<file path="src/rtl/rfpp_pkg.sv">
// shared types, codes and a helper function for the ring fifo with peek and peak
package rfpp_pkg;

    localparam int unsigned DATA_W  = 64;
    localparam int unsigned CNT_W   = 5;
    localparam int unsigned IB_W    = 4;
    localparam int unsigned ROOM_W  = 8;
    localparam int unsigned CFG_IDX_W = 2;
    localparam int unsigned CFG_DAT_W = 5;

    typedef enum logic [1:0] {
        OP_PUT     = 2'd0,
        OP_GET     = 2'd1,
        OP_PEEK    = 2'd2,
        OP_RELEASE = 2'd3
    } t_opcode;

    typedef enum logic [1:0] {
        ST_OK    = 2'd0,
        ST_FULL  = 2'd1,
        ST_SIZE  = 2'd2,
        ST_EMPTY = 2'd3
    } t_status;

    localparam logic [CFG_IDX_W-1:0] CFG_CAPACITY   = 2'd0;
    localparam logic [CFG_IDX_W-1:0] CFG_ITEM_BYTES = 2'd1;

    typedef enum logic {
        S_IDLE = 1'b0,
        S_EXEC = 1'b1
    } t_state;

    // datapath to controller
    typedef struct packed {
        t_opcode op;
        logic    full;
        logic    empty;
        logic    put_too_long;
        logic    room_short;
    } t_dp_stat;

    // controller to datapath
    typedef struct packed {
        logic    load;
        logic    exec;
        logic    wr_en;
        logic    wr_adv;
        logic    rd_adv;
        logic    cnt_inc;
        logic    cnt_dec;
        logic    give_data;
        t_status status;
    } t_dp_cmd;

    // low n bytes set, n of eight or more gives all ones
    function automatic logic [DATA_W-1:0] byte_mask(input logic [IB_W-1:0] n);
        logic [DATA_W-1:0] m;
        m = '0;
        for (int i = 0; i < DATA_W / 8; i++) begin
            if (IB_W'(i) < n) begin
                m[i*8 +: 8] = 8'hff;
            end
        end
        return m;
    endfunction

endpackage

</file>
<file path="src/rtl/rfpp_ctrl.sv">
// controller state machine: accepts a command and decides its outcome
module rfpp_ctrl
    import rfpp_pkg::*;
(
    input  logic     i_clk,
    input  logic     i_rst_n,
    input  logic     i_start,
    input  t_dp_stat i_stat,
    output t_dp_cmd  o_cmd,
    output logic     o_busy,
    output logic     o_done
);

    t_state r_state;
    t_state n_state;
    logic   r_done;

    always_ff @(posedge i_clk) begin
        if (!i_rst_n) begin
            r_state <= S_IDLE;
            r_done  <= 1'b0;
        end else begin
            r_state <= n_state;
            r_done  <= (r_state == S_EXEC);
        end
    end

    // next state
    always_comb begin
        n_state = r_state;
        unique case (r_state)
            S_IDLE: begin
                if (i_start) n_state = S_EXEC;
            end
            S_EXEC: begin
                n_state = S_IDLE;
            end
            default: n_state = S_IDLE;
        endcase
    end

    // outputs
    always_comb begin
        o_cmd        = '0;
        o_cmd.status = ST_OK;
        unique case (r_state)
            S_IDLE: begin
                o_cmd.load = i_start;
            end
            S_EXEC: begin
                o_cmd.exec = 1'b1;
                unique case (i_stat.op)
                    OP_PUT: begin
                        priority if (i_stat.full) begin
                            o_cmd.status = ST_FULL;
                        end else if (i_stat.put_too_long) begin
                            o_cmd.status = ST_SIZE;
                        end else begin
                            o_cmd.wr_en   = 1'b1;
                            o_cmd.wr_adv  = 1'b1;
                            o_cmd.cnt_inc = 1'b1;
                        end
                    end
                    OP_GET: begin
                        priority if (i_stat.room_short) begin
                            o_cmd.status = ST_SIZE;
                        end else if (i_stat.empty) begin
                            o_cmd.status = ST_EMPTY;
                        end else begin
                            o_cmd.give_data = 1'b1;
                            o_cmd.rd_adv    = 1'b1;
                            o_cmd.cnt_dec   = 1'b1;
                        end
                    end
                    OP_PEEK: begin
                        if (i_stat.empty) o_cmd.status = ST_EMPTY;
                        else o_cmd.give_data = 1'b1;
                    end
                    OP_RELEASE: begin
                        if (i_stat.empty) begin
                            o_cmd.status = ST_EMPTY;
                        end else begin
                            o_cmd.rd_adv  = 1'b1;
                            o_cmd.cnt_dec = 1'b1;
                        end
                    end
                    default: o_cmd.status = ST_OK;
                endcase
            end
            default: o_cmd.status = ST_OK;
        endcase
    end

    assign o_busy = (r_state != S_IDLE);
    assign o_done = r_done;

endmodule

</file>
<file path="src/rtl/rfpp_dp.sv">
// datapath: item store, slot pointers, count, high-water mark and config
module rfpp_dp
    import rfpp_pkg::*;
#(
    parameter int unsigned DEPTH          = 16,
    parameter int unsigned MAX_ITEM_BYTES = 8
) (
    input  logic                  i_clk,
    input  logic                  i_rst_n,
    input  t_dp_cmd               i_cmd,
    output t_dp_stat              o_stat,
    input  logic [1:0]            i_opcode,
    input  logic [DATA_W-1:0]     i_put_data,
    input  logic [IB_W-1:0]       i_put_bytes,
    input  logic [ROOM_W-1:0]     i_read_room_bytes,
    input  logic                  i_cfg_we,
    input  logic [CFG_IDX_W-1:0]  i_cfg_index,
    input  logic [CFG_DAT_W-1:0]  i_cfg_data,
    output logic [1:0]            o_status,
    output logic [DATA_W-1:0]     o_read_data,
    output logic [CNT_W-1:0]      o_occupancy,
    output logic [CNT_W-1:0]      o_peak_occupancy
);

    localparam int unsigned PTR_W = (DEPTH > 1) ? $clog2(DEPTH) : 1;
    localparam int unsigned CMP_W = (PTR_W + 1 > CNT_W) ? PTR_W + 1 : CNT_W;
    localparam logic [CNT_W-1:0] CAP_RST = CNT_W'((DEPTH > 31) ? 31 : DEPTH);
    localparam logic [IB_W-1:0]  IB_MAX  = IB_W'(MAX_ITEM_BYTES);

    logic [DATA_W-1:0]    r_mem [DEPTH];
    logic [CNT_W-1:0]     r_capacity;
    logic [IB_W-1:0]      r_item_bytes;
    logic [PTR_W-1:0]     r_wr_slot;
    logic [PTR_W-1:0]     r_rd_slot;
    logic [CNT_W-1:0]     r_count;
    logic [CNT_W-1:0]     r_peak;
    logic [DATA_W-1:0]    r_rd_word;
    t_opcode              r_op;
    logic [DATA_W-1:0]    r_put_data;
    logic [IB_W-1:0]      r_put_bytes;
    logic [ROOM_W-1:0]    r_room;
    logic [1:0]           r_status;
    logic [DATA_W-1:0]    r_read_data;

    logic [CNT_W-1:0]     eff_cap;
    logic [IB_W-1:0]      eff_ib;
    logic [CNT_W-1:0]     n_count;
    logic [PTR_W-1:0]     n_wr_slot;
    logic [PTR_W-1:0]     n_rd_slot;

    always_comb begin
        if (r_capacity == '0) eff_cap = CNT_W'(1);
        else if (CMP_W'(r_capacity) > CMP_W'(CAP_RST)) eff_cap = CAP_RST;
        else eff_cap = r_capacity;
        if (r_item_bytes == '0) eff_ib = IB_W'(1);
        else if (r_item_bytes > IB_MAX) eff_ib = IB_MAX;
        else eff_ib = r_item_bytes;
    end

    function automatic logic [PTR_W-1:0] advance(input logic [PTR_W-1:0] slot,
                                                  input logic [CNT_W-1:0] cap);
        logic [CMP_W-1:0] nxt;
        nxt = CMP_W'(slot) + CMP_W'(1);
        if (nxt >= CMP_W'(cap)) return '0;
        return nxt[PTR_W-1:0];
    endfunction

    assign n_wr_slot = advance(r_wr_slot, eff_cap);
    assign n_rd_slot = advance(r_rd_slot, eff_cap);
    assign n_count   = r_count + CNT_W'(1);

    assign o_stat.op           = r_op;
    assign o_stat.full         = (r_count >= eff_cap);
    assign o_stat.empty        = (r_count == '0);
    assign o_stat.put_too_long = (r_put_bytes > eff_ib);
    assign o_stat.room_short   = (r_room < ROOM_W'(eff_ib));

    // item store
    always_ff @(posedge i_clk) begin
        if (i_cmd.wr_en) begin
            r_mem[r_wr_slot] <= r_put_data & byte_mask(r_put_bytes);
        end
    end

    always_ff @(posedge i_clk) begin
        if (i_cmd.load) begin
            r_rd_word <= r_mem[r_rd_slot];
        end
    end

    // latched command beat and result payload
    always_ff @(posedge i_clk) begin
        if (i_cmd.load) begin
            r_op        <= t_opcode'(i_opcode);
            r_put_data  <= i_put_data;
            r_put_bytes <= i_put_bytes;
            r_room      <= i_read_room_bytes;
        end
        if (i_cmd.exec) begin
            r_status    <= i_cmd.status;
            r_read_data <= i_cmd.give_data ? (r_rd_word & byte_mask(eff_ib)) : '0;
        end
    end

    // control state
    always_ff @(posedge i_clk) begin
        if (!i_rst_n) begin
            r_capacity   <= CAP_RST;
            r_item_bytes <= IB_MAX;
            r_wr_slot    <= '0;
            r_rd_slot    <= '0;
            r_count      <= '0;
            r_peak       <= '0;
        end else begin
            if (i_cfg_we && i_cfg_index == CFG_CAPACITY) begin
                r_capacity <= i_cfg_data;
            end
            if (i_cfg_we && i_cfg_index == CFG_ITEM_BYTES) begin
                r_item_bytes <= i_cfg_data[IB_W-1:0];
            end
            if (i_cmd.wr_adv) r_wr_slot <= n_wr_slot;
            if (i_cmd.rd_adv) r_rd_slot <= n_rd_slot;
            if (i_cmd.cnt_inc) begin
                r_count <= n_count;
                if (n_count > r_peak) r_peak <= n_count;
            end else if (i_cmd.cnt_dec) begin
                r_count <= r_count - CNT_W'(1);
            end
        end
    end

    assign o_status         = r_status;
    assign o_read_data      = r_read_data;
    assign o_occupancy      = r_count;
    assign o_peak_occupancy = r_peak;

endmodule

</file>
<file path="src/rtl/ring_fifo_with_peek_and_peak_core.sv">
// top level of the ring fifo with peek and peak: controller plus datapath
//
// channels
//   command: drive i_opcode, i_put_data, i_put_bytes and i_read_room_bytes
//   with i_start high; the beat is taken at a rising edge where o_busy is low
//   result: o_done is high for exactly one cycle per command, with o_status,
//   o_read_data, o_occupancy and o_peak_occupancy valid in that cycle; the
//   receiver cannot hold results off, so there is no stall path
//   config: i_cfg_valid/o_cfg_ready (always high) with i_cfg_index
//   (0 capacity, 1 item size) and i_cfg_data; write only with nothing in flight
// timing
//   the accept edge registers the beat and reads the tail slot of the store,
//   the next edge commits pointers, count and store write and loads the result
//   registers; o_done is high in the cycle after that edge
//   the controller holds o_busy high for its single execute cycle, so a new
//   command can be taken at the edge that ends o_done
// reset
//   i_rst_n is synchronous, active low: pointers, count and high-water mark
//   clear, capacity returns to DEPTH capped at 31 and item size to
//   MAX_ITEM_BYTES; the item store is not cleared
module ring_fifo_with_peek_and_peak_core
    import rfpp_pkg::*;
#(
    parameter int unsigned DEPTH          = 16,
    parameter int unsigned MAX_ITEM_BYTES = 8
) (
    input  logic                 i_clk,
    input  logic                 i_rst_n,
    // command beat
    input  logic                 i_start,
    output logic                 o_busy,
    input  logic [1:0]           i_opcode,
    input  logic [63:0]          i_put_data,
    input  logic [3:0]           i_put_bytes,
    input  logic [7:0]           i_read_room_bytes,
    // result beat
    output logic                 o_done,
    output logic [1:0]           o_status,
    output logic [63:0]          o_read_data,
    output logic [4:0]           o_occupancy,
    output logic [4:0]           o_peak_occupancy,
    // config write
    input  logic                 i_cfg_valid,
    output logic                 o_cfg_ready,
    input  logic [1:0]           i_cfg_index,
    input  logic [4:0]           i_cfg_data
);

    t_dp_cmd  cmd;
    t_dp_stat stat;

    // config writes never wait
    assign o_cfg_ready = 1'b1;

    rfpp_ctrl u_ctrl (
        .i_clk   (i_clk),
        .i_rst_n (i_rst_n),
        .i_start (i_start),
        .i_stat  (stat),
        .o_cmd   (cmd),
        .o_busy  (o_busy),
        .o_done  (o_done)
    );

    rfpp_dp #(
        .DEPTH          (DEPTH),
        .MAX_ITEM_BYTES (MAX_ITEM_BYTES)
    ) u_dp (
        .i_clk             (i_clk),
        .i_rst_n           (i_rst_n),
        .i_cmd             (cmd),
        .o_stat            (stat),
        .i_opcode          (i_opcode),
        .i_put_data        (i_put_data),
        .i_put_bytes       (i_put_bytes),
        .i_read_room_bytes (i_read_room_bytes),
        .i_cfg_we          (i_cfg_valid),
        .i_cfg_index       (i_cfg_index),
        .i_cfg_data        (i_cfg_data),
        .o_status          (o_status),
        .o_read_data       (o_read_data),
        .o_occupancy       (o_occupancy),
        .o_peak_occupancy  (o_peak_occupancy)
    );

endmodule

</file>
<file path="config.mk">
export PLATFORM = sky130hd
export DESIGN_NAME = ring_fifo_with_peek_and_peak_core
export DESIGN_NICKNAME = d
export VERILOG_FILES = /design/src/rtl/rfpp_pkg.sv /design/src/rtl/rfpp_ctrl.sv /design/src/rtl/rfpp_dp.sv /design/src/rtl/ring_fifo_with_peek_and_peak_core.sv
export SDC_FILE = /design/constraint.sdc
export NUM_CORES = 1
export LEC_CHECK = 0
export ABC_AREA = 1
export BUFFER_PORTS_ARGS = -buffer_cell sky130_fd_sc_hd__clkbuf_2
export CORE_ASPECT_RATIO = 2
export CORE_MARGIN = 2
export CORE_UTILIZATION = 55
export CTS_BUF_LIST = sky130_fd_sc_hd__clkbuf_16
export DETAILED_ROUTE_END_ITERATION = 16
export HOLD_SLACK_MARGIN = 0.08
export PLACE_DENSITY = 0.83
export REMOVE_ABC_BUFFERS = 1
export SLEW_MARGIN = 20
export SYNTH_ARGS = -nofsm -noshare
export SYNTH_HDL_FRONTEND = slang
export SYNTH_SLANG_ARGS = --single-unit
</file>
<file path="constraint.sdc">
create_clock -name i_clk -period 10.93 [get_ports i_clk]
set_clock_uncertainty 0.15 [all_clocks]
set_input_delay 1.093 -clock i_clk [delete_from_list [all_inputs] [get_ports i_clk]]
set_output_delay 1.093 -clock i_clk [all_outputs]
set_load 0.01 [all_outputs]
</file>
# Yosys cells after proc, flatten, opt, wreduce, memory -nomap -nowiden
# Memories as Yosys holds them, arrays and structs flattened. A register that Yosys moved wholly into a read port is not among the register bits.
# Cells that the tools add are included.
dict set report word_totals {
  register_bits 173
  ram_bits 1024
  inputBits 89
  out_inout_bits 79
  elab_cells 128
  n_memories 1
}
dict set report classes {
  n_addsub 4
  magnitude_cmp 24
  eq_ne 4
  n_mux 68
  n_bitwise 3
  reduce_logical 10
}
# name depth word_bits rd rd_clocked_by_memory_dff write_ports line_no
set mem_list {}
lappend mem_list {u_dp.r_mem 16 64 1 1 1 rfpp_dp.sv:30} ;# logic [DATA_W-1:0] r_mem [DEPTH];
# cell count
set ops {}
lappend ops {{two-way mux 8 bit} 32}
lappend ops {{AND 64 bit} 2}
lappend ops {{less-than comparator 3 x 4 -> 1 bit (first input constant)} 8}
lappend ops {{two-way mux 4 bit} 6}
lappend ops {{two-way mux 5 bit} 4}
lappend ops {{two-way mux 2 bit} 9}
lappend ops {{less-than comparator 1 x 4 -> 1 bit (first input constant)} 4}
lappend ops {{less-than comparator 2 x 4 -> 1 bit (first input constant)} 4}
lappend ops {{greater-or-equal comparator 5 bit} 3}
lappend ops {{two-way mux 1 bit} 11}
lappend ops {{adder 4 x 1 -> 5 bit (second input constant)} 2}
lappend ops {{zero test 5 bit} 2}
lappend ops {{two-way mux 9 bit} 1}
lappend ops {{less-than comparator 8 x 4 -> 1 bit} 1}
lappend ops {{case mux 1 bit (2 select lines)} 4}
lappend ops {{case mux 2 bit (3 select lines)} 1}
lappend ops {{adder 5 x 1 -> 5 bit (second input constant)} 1}
lappend ops {{greater-than comparator 5 bit} 1}
lappend ops {{greater-than comparator 5 bit (second input constant)} 1}
lappend ops {{subtractor 5 x 1 -> 5 bit (second input constant)} 1}
lappend ops {{equality test 2 x 1 -> 1 bit (second input constant)} 2}
lappend ops {{equality test 2 bit (second input constant)} 2}
lappend ops {{greater-than comparator 4 bit} 1}
lappend ops {{greater-than comparator 4 bit (second input constant)} 1}
lappend ops {{other kinds (7)} 9}

# Depth between registers and ports, before layout
# Gate-level depths: netlist (run 1).
dict set report logic_depth {
  ltp_word 10
  depth_mapped 18
  ltp_nobuf 17
}

# By module
# From an unflattened synthesis (run 1), not the netlist that was laid out.
dict set report hier_totals {
  cells_unflattened 3472
  hier_area_um2 49412.4
}
# module instances cells_each area_each_um2 seq_area_each_um2
set modules_own_cells {}
lappend modules_own_cells {rfpp_dp 1 3426 49120.9 37536.0}
lappend modules_own_cells {rfpp_ctrl 1 44 280.3 40.0}
lappend modules_own_cells {ring_fifo_with_peek_and_peak_core 1 2 11.3 0.0}

# Worst setup path before layout (run 1)
# OpenSTA, ideal clock, no wires.
dict set report synth_timing {
  kind {flip-flop to flip-flop}
  from {reg u_ctrl.r_state (netlist: u_ctrl.o_busy)}
  to {reg u_dp.r_op[0], enable pin}
  t_arrival_ns 7.449
  required_ns 10.130
  slack_ns 2.682
  stages_incl_launch_ff 3
  cell_sequence {dfxtp_1 buf_2 nor2_1}
}
# item line_no
set synth_rtl {}
lappend synth_rtl {{start: declaration} rfpp_ctrl.sv:14} ;# t_state r_state;
lappend synth_rtl {{start signal: assignment} rfpp_ctrl.sv:23} ;# r_state <= n_state;
lappend synth_rtl {{end signal: assignment} rfpp_dp.sv:94} ;# r_op <= t_opcode'(i_opcode);
lappend synth_rtl {{end: declaration} rfpp_dp.sv:38} ;# t_opcode r_op;

# Final worst setup path (run 1)
dict set report layout_timing {
  from {reg u_dp.r_item_bytes[3]}
  to {mem u_dp.r_mem[12][55], enable pin}
}
dict set report layout_between {
  elab_chain_cells 10
  word_cells_on_any_way 11
  cone_classes {order compare (2); mux (8); reduce/logical (1)}
}
# item line_no
set layout_lines {}
lappend layout_lines {{start: declaration} rfpp_dp.sv:32} ;# logic [IB_W-1:0] r_item_bytes;
lappend layout_lines {{start signal: assignment} rfpp_dp.sv:119} ;# r_item_bytes <= i_cfg_data[IB_W-1:0];
lappend layout_lines {{greater-than comparator 4 bit} rfpp_dp.sv:56} ;# else if (r_item_bytes > IB_MAX) eff_ib = IB_MAX;
lappend layout_lines {{two-way mux 4 bit} rfpp_dp.sv:56}
lappend layout_lines {{two-way mux 4 bit (*)} rfpp_dp.sv:55} ;# if (r_item_bytes == '0) eff_ib = IB_W'(1);
lappend layout_lines {{greater-than comparator 4 bit (*)} rfpp_dp.sv:75} ;# assign o_stat.put_too_long = (r_put_bytes > eff_ib);
lappend layout_lines {{two-way mux 2 bit (*)} rfpp_ctrl.sv:56} ;# end else if (i_stat.put_too_long) begin
lappend layout_lines {{two-way mux 2 bit (*)} rfpp_ctrl.sv:54} ;# priority if (i_stat.full) begin
lappend layout_lines {{two-way mux 2 bit (*)} rfpp_ctrl.sv:52} ;# unique case (i_stat.op)
lappend layout_lines {{two-way mux 9 bit (*)} rfpp_ctrl.sv:46} ;# unique case (r_state)
lappend layout_lines {{two-way mux 1 bit (*)} rfpp_dp.sv:80} ;# if (i_cmd.wr_en) begin
lappend layout_lines {{two-way mux 1 bit (not written as such) (*)} rfpp_dp.sv:81} ;# r_mem[r_wr_slot] <= r_put_data & byte_mask(r_put_bytes);
lappend layout_lines {{end: declaration} rfpp_dp.sv:30}
# Mark *: on every way between the ends. The rest lies on a longest branch, timed or not.

==> results.py, run 1 <==
metrics = {
    "timing": {
        "period_minus_slack_ps": 5026,
        "post-route-period-util_pct": 45.98,
        "slew_headroom_pct": 22.05,
        "finalSetupViolations": 0,
        "setup_ws_ps": 5904,
        "maxSlewViolCount": 0,
        "max_slew.worst_pin.slew_ps": 1169,
        "hold_ws_ps": 337.0,
        "rsz0062_at_grt": "no",
        "finalHoldViolCount": 0,
        "clock.fmax_ghz": 0.1990,
    },
    "power": {
        "p_leak_nw": 18.76,
        "cellPowerDensity_nw_per_um2": 182.0,
        "ir_drop_uv": 219.0,
    },
    "routing": {
        "highest_layer": "met5",
        "wl_um": 119000,
        "met3_length_um": 14550,
        "final_antenna_net_count": 0,
        "remaining_drc_errors": 0,
        "vias": 31508,
        "dr.pass1.iters": 6,
        "drt_iter0_markers": 4737,
        "wl_met1_um": 42450,
        "via_per_inst": 6.407,
        "routedWlPerCell_um": 24.19,
        "wl_met2_um": 57350,
    },
    "final_layout": {
        "seq_area_um2": 37590,
        "multi_input_area_um2": 10210,
        "layout_commonest_cell": "edfxtp_1",
        "final_nets": 3775,
        "final_cell_mix": "1232 x edfxtp_1, 629 x nor2_1, 531 x o21ai_0",
        "syn_to_final_growth_pct": 11.62,
        "fillerInstances": 6040,
        "fin_cells": 4918,
        "drive_gt1_share_pct": 12.30,
    },
    "die": {
        "die_w_um": 215.3,
        "ios": 168,
        "die_h_um": 426.6,
        "initial_utilization_pct": 55.30,
        "rows": 155,
        "core_um2": 88820,
        "die_area_um2": 91860,
    },
    "place": {
        "dp.cells": 4711,
        "dp_slack_ps": 6093,
        "portBuffers": 166,
        "dp_hpwl_um": 61050,
        "place_congestion": 0.8641,
    },
    "grt": {
        "antenna_found_initial": 1,
        "grt_pass1_vias": 31079,
        "grt_max_degree": 214,
        "overflow": 0,
        "track_usage_pct": 25.47,
        "grt_pass1_wl_um": 179000,
    },
    "worst_setup_path": {
        "cp-start-kind": "flop",
        "crit_top_cell": "nand2_1",
        "worstSetupEndpointType": "flop",
        "crit_slowest_cell": "nor2_4",
        "crit_family": "simple AND/OR/NAND/NOR gates",
        "cp_max_fo": 41,
        "worstPathRequired_ps": 11090,
        "slowest_delay_ps": 890,
        "cp.buffers_inverters": 4,
        "path_class": "flop to flop",
        "cp_cell_sequence": "inv_2 -> o21ai_0 -> ha_1 -> inv_1 -> nor2_1 -> o21ai_0 -> nand2_1 -> nand2_1 -> nand3_1 -> nor2_1 -> buf_4 -> nand2_1 -> nor2_4 -> buf_4",
        "cp.arrival_ps": 5190,
    },
    "yosys": {
        "syn_avg_cell_area_um2": 13.82,
        "ys_types": 42,
        "synthAdderAreaFrac_pct": 1.019,
        "yosysTopAreaCell": "edfxtp_1",
        "ys_seq_area_share_pct": 76.50,
        "synth_xor_area_share_pct": 0.1783,
        "synthCells": 3553,
        "ys_ff_latch": 1261,
        "synth_edf_count": 1232,
        "synth_top_flop_cell": "edfxtp_1",
        "synthTopCellsByArea": "edfxtp_1 75%, o21ai_0 5.4%, nor2_1 4.9%",
        "yosysTopAreaCellShare_pct": 75.32,
        "synthMuxAreaShare_pct": 0,
        "yosys.area_share.simple_pct": 8.220,
        "synthesis.area_um2": 49120,
        "yosysWarnings": 0,
        "synth-compound-area-share_pct": 11.05,
        "synth_top_family_by_area": "compound AO/OA/AOI/OAI gates",
        "async_reset_ff_share_pct": 0,
    },
    "clock_network": {
        "clk_pin_slew_ps": 70,
        "h-tree-depth": 3,
        "cts_setup_buffers": 0,
        "cts-root-buf": "clkbuf_16",
        "clk_latency_ps": 700,
        "cts_buffer_depth": 3,
        "cts_resized": 0,
        "cts_tree": "yes",
        "cts_hold_buf": 0,
        "cts_buffers": 108,
        "cts_sinks": 1261,
    },
    "flow_run": {
        "cap_violations": 0,
    },
    "outcome": {
        "status": "completed",
    },
    "min_path": {
        "hold_path.class": "flop to flop",
    },
}
## synthesized netlist by cell type, types with 2 or more instances
cell / n
nand2_1: 193
nor2b_1: 2
o21ai_0: 531
o21a_1: 4
nor2_2: 38
o211ai_1: 51
nor3_1: 6
nor2_1: 647
nand2_4: 2
o21ai_1: 8
nand3_1: 92
nand4_1: 10
inv_1: 130
dfxtp_1: 29
buf_2: 39
o221ai_1: 203
buf_6: 8
buf_4: 7
ha_1: 40
xor2_1: 10
a31oi_1: 3
o22ai_1: 53
edfxtp_1: 1232
a21oi_1: 27
clkbuf_1: 164
buf_1: 8
## registers in the layout, summed over array words and instances, names as in the netlist
register               count
u_ctrl.o_busy              1
u_ctrl.o_done              1
u_dp.o_occupancy           5
u_dp.o_peak_occupancy      5
u_dp.o_read_data          64
u_dp.o_status              2
u_dp.r_capacity            5
u_dp.r_item_bytes          4
u_dp.r_mem              1024
u_dp.r_op                  2
u_dp.r_put_bytes           4
u_dp.r_put_data           64
u_dp.r_rd_slot             4
u_dp.r_rd_word            64
u_dp.r_room                8
u_dp.r_wr_slot             4
## metrics by stage
stage               area, um^2  TNS [ps]  utilization (%)  total power [W]
floorplan                48130   -297380                -         0.005793
global placement         50940         0            57.35         0.005931
detailed placement       50940         0            57.35         0.005953
CTS                      54750         0            61.64         0.009970
global route             54820         0            61.72          0.01020
finish                   54820         0            61.72         0.009975
## power by group
group          internal, W  total (W)  switching (W)  leakage, nW
Combinational     0.000112   0.000439       0.000327         5.32
Sequential         0.00539    0.00543      0.0000383         11.5
Clock              0.00236    0.00411        0.00175         1.91
Total              0.00786    0.00998        0.00212         18.8
## path summary, 6_finish.rpt
path,from,to,slack (ps),cells past startpoint
max,u_dp.r_item_bytes[3]$_SDFFE_PN1P_,u_dp.r_mem[12][55]$_DFFE_PP_,5900,14
min,u_dp.r_capacity[0]$_SDFFE_PN0P_,u_dp.r_capacity[0]$_SDFFE_PN0P_,340,2
max reg2reg,u_dp.r_item_bytes[3]$_SDFFE_PN1P_,u_dp.r_mem[12][55]$_DFFE_PP_,5900,14
min reg2reg,u_dp.r_capacity[0]$_SDFFE_PN0P_,u_dp.r_capacity[0]$_SDFFE_PN0P_,340,2
## worst min-delay path, stage by stage, from the launching register on
cell,delay (ps)
dfxtp_1,310
inv_1,70
a21oi_1,60
## area by class of cell
type                            count  area share (%)
Multi-Input combinational cell   1933           18.62
Timing Repair Buffer              210           2.205
Clock buffer                      108           4.930
Tap cell                         1177           2.686
Antenna cell                        1        0.004564
Inverter                          132          0.9494
Sequential cell                  1261           68.57
Clock inverter                     96           2.033
## layer usage
layer | global-route usage, % | vias to the layer above
met5 | 0 | -
met4 | 11.57 | 6
met3 | 4.637 | 346
met2 | 41.56 | 2423
met1 | 33.59 | 15306
li1 | - | 13427
## cell families after synthesis
| group | count (synthesis) |
|---|---|
| xor gates and xnor gates | 10 |
| buffers and inverters | 359 |
| AOI/OAI and AO/OA | 886 |
| other | 1 |
| DFF | 1261 |
| and+or+nand+nor | 996 |
| adders and majority gates | 40 |
(Power assumes the default switching activity.)
==> run 2, diff against run 1 <==
ABC_AREA = 0   (was 1)
PLACE_DENSITY = 0.86   (was 0.83)
clock period = 4.1 ns   (was 10.93 ns; I/O delays follow)
==> run 2 against run 1 <==
  * Clock-buffer cell count down 2
  * Routed wire length up 13%
  * Cell area up 0.71%
  * Worst hold slack worse by 61 ps
  * Largest power group unchanged
  * Setup slack lost 5700 ps
  * Global-route usage increased by 5.2 points
  * Clock power grew to 2.5 times the previous value
==> results.py, run 2 <==
metrics = {
    "yosys": {
        "synth_edf_count": 1232,
        "synthCells": 2063,
        "synthTopCellsByArea": "edfxtp_1 77%, mux4_2 15%, dfxtp_1 1.2%",
        "synth_common_cells": "1232 x edfxtp_1, 320 x mux4_2, 65 x nor2b_1",
        "yosysTopAreaCell": "edfxtp_1",
        "ys_ff_latch": 1261,
        "ys_types": 53,
        "yosysWarnings": 0,
        "yosysMostFrequentCell": "edfxtp_1",
        "syn_avg_cell_area_um2": 23.21,
        "synthesis.area_um2": 47890,
        "synth_top_flop_cell": "edfxtp_1",
        "ys_seq_area_share_pct": 78.46,
        "yosysTopAreaCellShare_pct": 77.25,
        "async_reset_ff_share_pct": 0,
    },
    "timing": {
        "finalHoldViolCount": 0,
        "period_minus_slack_ps": 3847,
        "max_slew.worst_pin.slew_ps": 1212,
        "clock.fmax_ghz": 0.2599,
        "fin_tns_setup_ps": 0,
        "finalSetupViolations": 0,
        "post-route-period-util_pct": 93.84,
        "maxSlewViolCount": 0,
        "slew_headroom_pct": 18.58,
        "rsz0062_at_grt": "no",
    },
    "worst_setup_path": {
        "cp_num_cells": 9,
        "cp_cell_sequence": "clkinv_1 -> and2_1 -> ha_1 -> nand4_1 -> o22ai_2 -> and2_1 -> nand2_1 -> nor2_4 -> buf_12",
        "r2r_cells": 9,
        "rrSetupSlack_ps": 250,
        "cp.buffers_inverters": 2,
        "cp_max_fo": 34,
        "timing.rr.start": "u_dp.r_item_bytes[3]$_SDFFE_PN1P_",
        "crit_slowest_cell": "nor2_4",
        "crit_start": "u_dp.r_item_bytes[3]$_SDFFE_PN1P_",
        "cp-endpoint": "u_dp.r_mem[12][40]$_DFFE_PP_",
        "slowest_delay_ps": 570,
        "crit_family": "simple AND/OR/NAND/NOR gates",
        "worstPathRequired_ps": 4320,
        "path_class": "flop to flop",
        "worstSetupEndpointType": "flop",
        "cp.arrival_ps": 4060,
        "worst_r2r_endpoint": "u_dp.r_mem[12][40]$_DFFE_PP_",
        "crit_top_cell": "and2_1",
        "cp-start-kind": "flop",
    },
    "final_layout": {
        "final_cell_mix": "1232 x edfxtp_1, 320 x mux4_2, 166 x clkbuf_2",
        "largest_register_ffs": 1024,
        "final_area_um2": 55210,
        "diodes": 0,
        "final_nets": 2541,
        "final_util_pct": 63.81,
        "drive_gt1_share_pct": 31.60,
        "fin_cells": 3659,
        "syn_to_final_growth_pct": 15.29,
        "largest-register": "u_dp.r_mem",
        "layout_commonest_cell": "edfxtp_1",
    },
    "grt": {
        "overflow": 0,
        "grt_pass1_vias": 25044,
        "grt_max_degree": 109,
        "track_usage_pct": 30.65,
        "grt_pass1_wl_um": 189700,
        "antenna_found_initial": 8,
    },
    "power": {
        "p_leak_nw": 17.82,
        "ir_drop_uv": 517.0,
        "cellPowerDensity_nw_per_um2": 463.4,
    },
    "routing": {
        "wl_um": 134100,
        "final_antenna_net_count": 0,
        "drt_iter0_markers": 4309,
        "routedWlPerCell_um": 36.66,
        "dr.pass1.iters": 6,
        "via_per_inst": 6.770,
        "vias": 24771,
        "remaining_drc_errors": 0,
    },
    "place": {
        "place_area_um2": 50770,
        "place_congestion": 0.8262,
        "portBuffers": 166,
        "dp_hpwl_um": 72420,
        "dp.cells": 3378,
    },
    "die": {
        "ios": 168,
        "core_um2": 86530,
        "rows": 153,
        "die_area_um2": 89590,
        "die_w_um": 212.7,
        "initial_utilization_pct": 55.35,
        "die_h_um": 421.3,
    },
    "clock_network": {
        "h-tree-depth": 3,
        "cts_buffer_depth": 3,
        "cts_resized": 0,
        "cts_tree": "yes",
        "clk_pin_slew_ps": 70,
        "cts_sinks": 1261,
        "cts_buffers": 103,
        "cts_setup_buffers": 0,
        "cts-root-buf": "clkbuf_16",
        "clk_latency_ps": 710,
    },
    "outcome": {
        "status": "completed",
    },
    "min_path": {
        "holdPathStages": 2,
        "hold_path.class": "primary input to flop",
    },
    "flow_run": {
        "cap_violations": 0,
    },
}
-- run 2: worst min-delay path by stage --
stage,from,to,slack (ps)
after global routing,i_cfg_valid,u_dp.r_item_bytes[3]$_SDFFE_PN1P_,270
after global placement,u_dp.o_peak_occupancy[3]$_SDFFE_PN0P_,u_dp.o_peak_occupancy[3]$_SDFFE_PN0P_,330
after CTS,i_cfg_valid,u_dp.r_item_bytes[1]$_SDFFE_PN0P_,220
after detailed placement,u_dp.o_peak_occupancy[3]$_SDFFE_PN0P_,u_dp.o_peak_occupancy[3]$_SDFFE_PN0P_,350
after floorplan,i_rst_n,u_dp.r_item_bytes[3]$_SDFFE_PN1P_,320
final,i_put_data[16],u_dp.r_put_data[16]$_DFFE_PP_,280
-- run 2: cells by family (layout without fill, tap and decap cells) --
family                   after synthesis  count (layout)  synth area share, %
flip-flops                          1261            1261                78.46
other                                  1               1             0.007830
XOR/XNOR                               8               8               0.1463
multiplexers                         332             332                15.30
AND/OR/NAND/NOR                      255             255                3.041
adder cells (fa/ha/maj)               40              40                1.045
AO/OA/AOI/OAI                         57              57               0.7811
buffers and inverters                109             543                1.217
-- run 2: routing by layer --
metal	vias to the layer above	GRT usage (%)	wire length, um
met5	-	0	46
met4	6	12.81	6254
met3	321	5.356	14280
met2	2291	51.64	69320
met1	12829	39.57	44250
li1	9324	-	-
-- run 2: final cells by class --
type / instances / area [um^2]
multi-input cells: 693 / 9942
inverters: 18 / 67.56
clock buffers: 106 / 2653
repair buffers: 335 / 2679
well taps: 1162 / 1454
clock inverters: 84 / 824.5
fillers: 5229 / 31310
flip-flops and latches: 1261 / 37590
-- run 2: power by group --
part | switching (W) | internal [W] | leakage (nW)
sequential | 0.0000737 | 0.0143 | 11.5
clock | 0.00481 | 0.00557 | 1.72
combinational | 0.000550 | 0.000270 | 4.57
-- run 2: through the flow --
step	total power, W	hold slack [ps]	setup WS (ps)
5_1_grt	0.02603	270.7	229.0
3_5_place_dp	0.01535	352.2	551.7
3_3_place_gp	0.01530	327.6	464.1
2_1_floorplan	0.01502	321.9	-8977
6_report	0.02558	276.2	252.7
4_1_cts	0.02546	218.2	436.5
-- run 2: repair_timing --
action                                  4_1_cts  5_1_grt
endpoints found under the setup margin        0        0
endpoints found under the hold margin       102        0
hold buffers                                 90        0
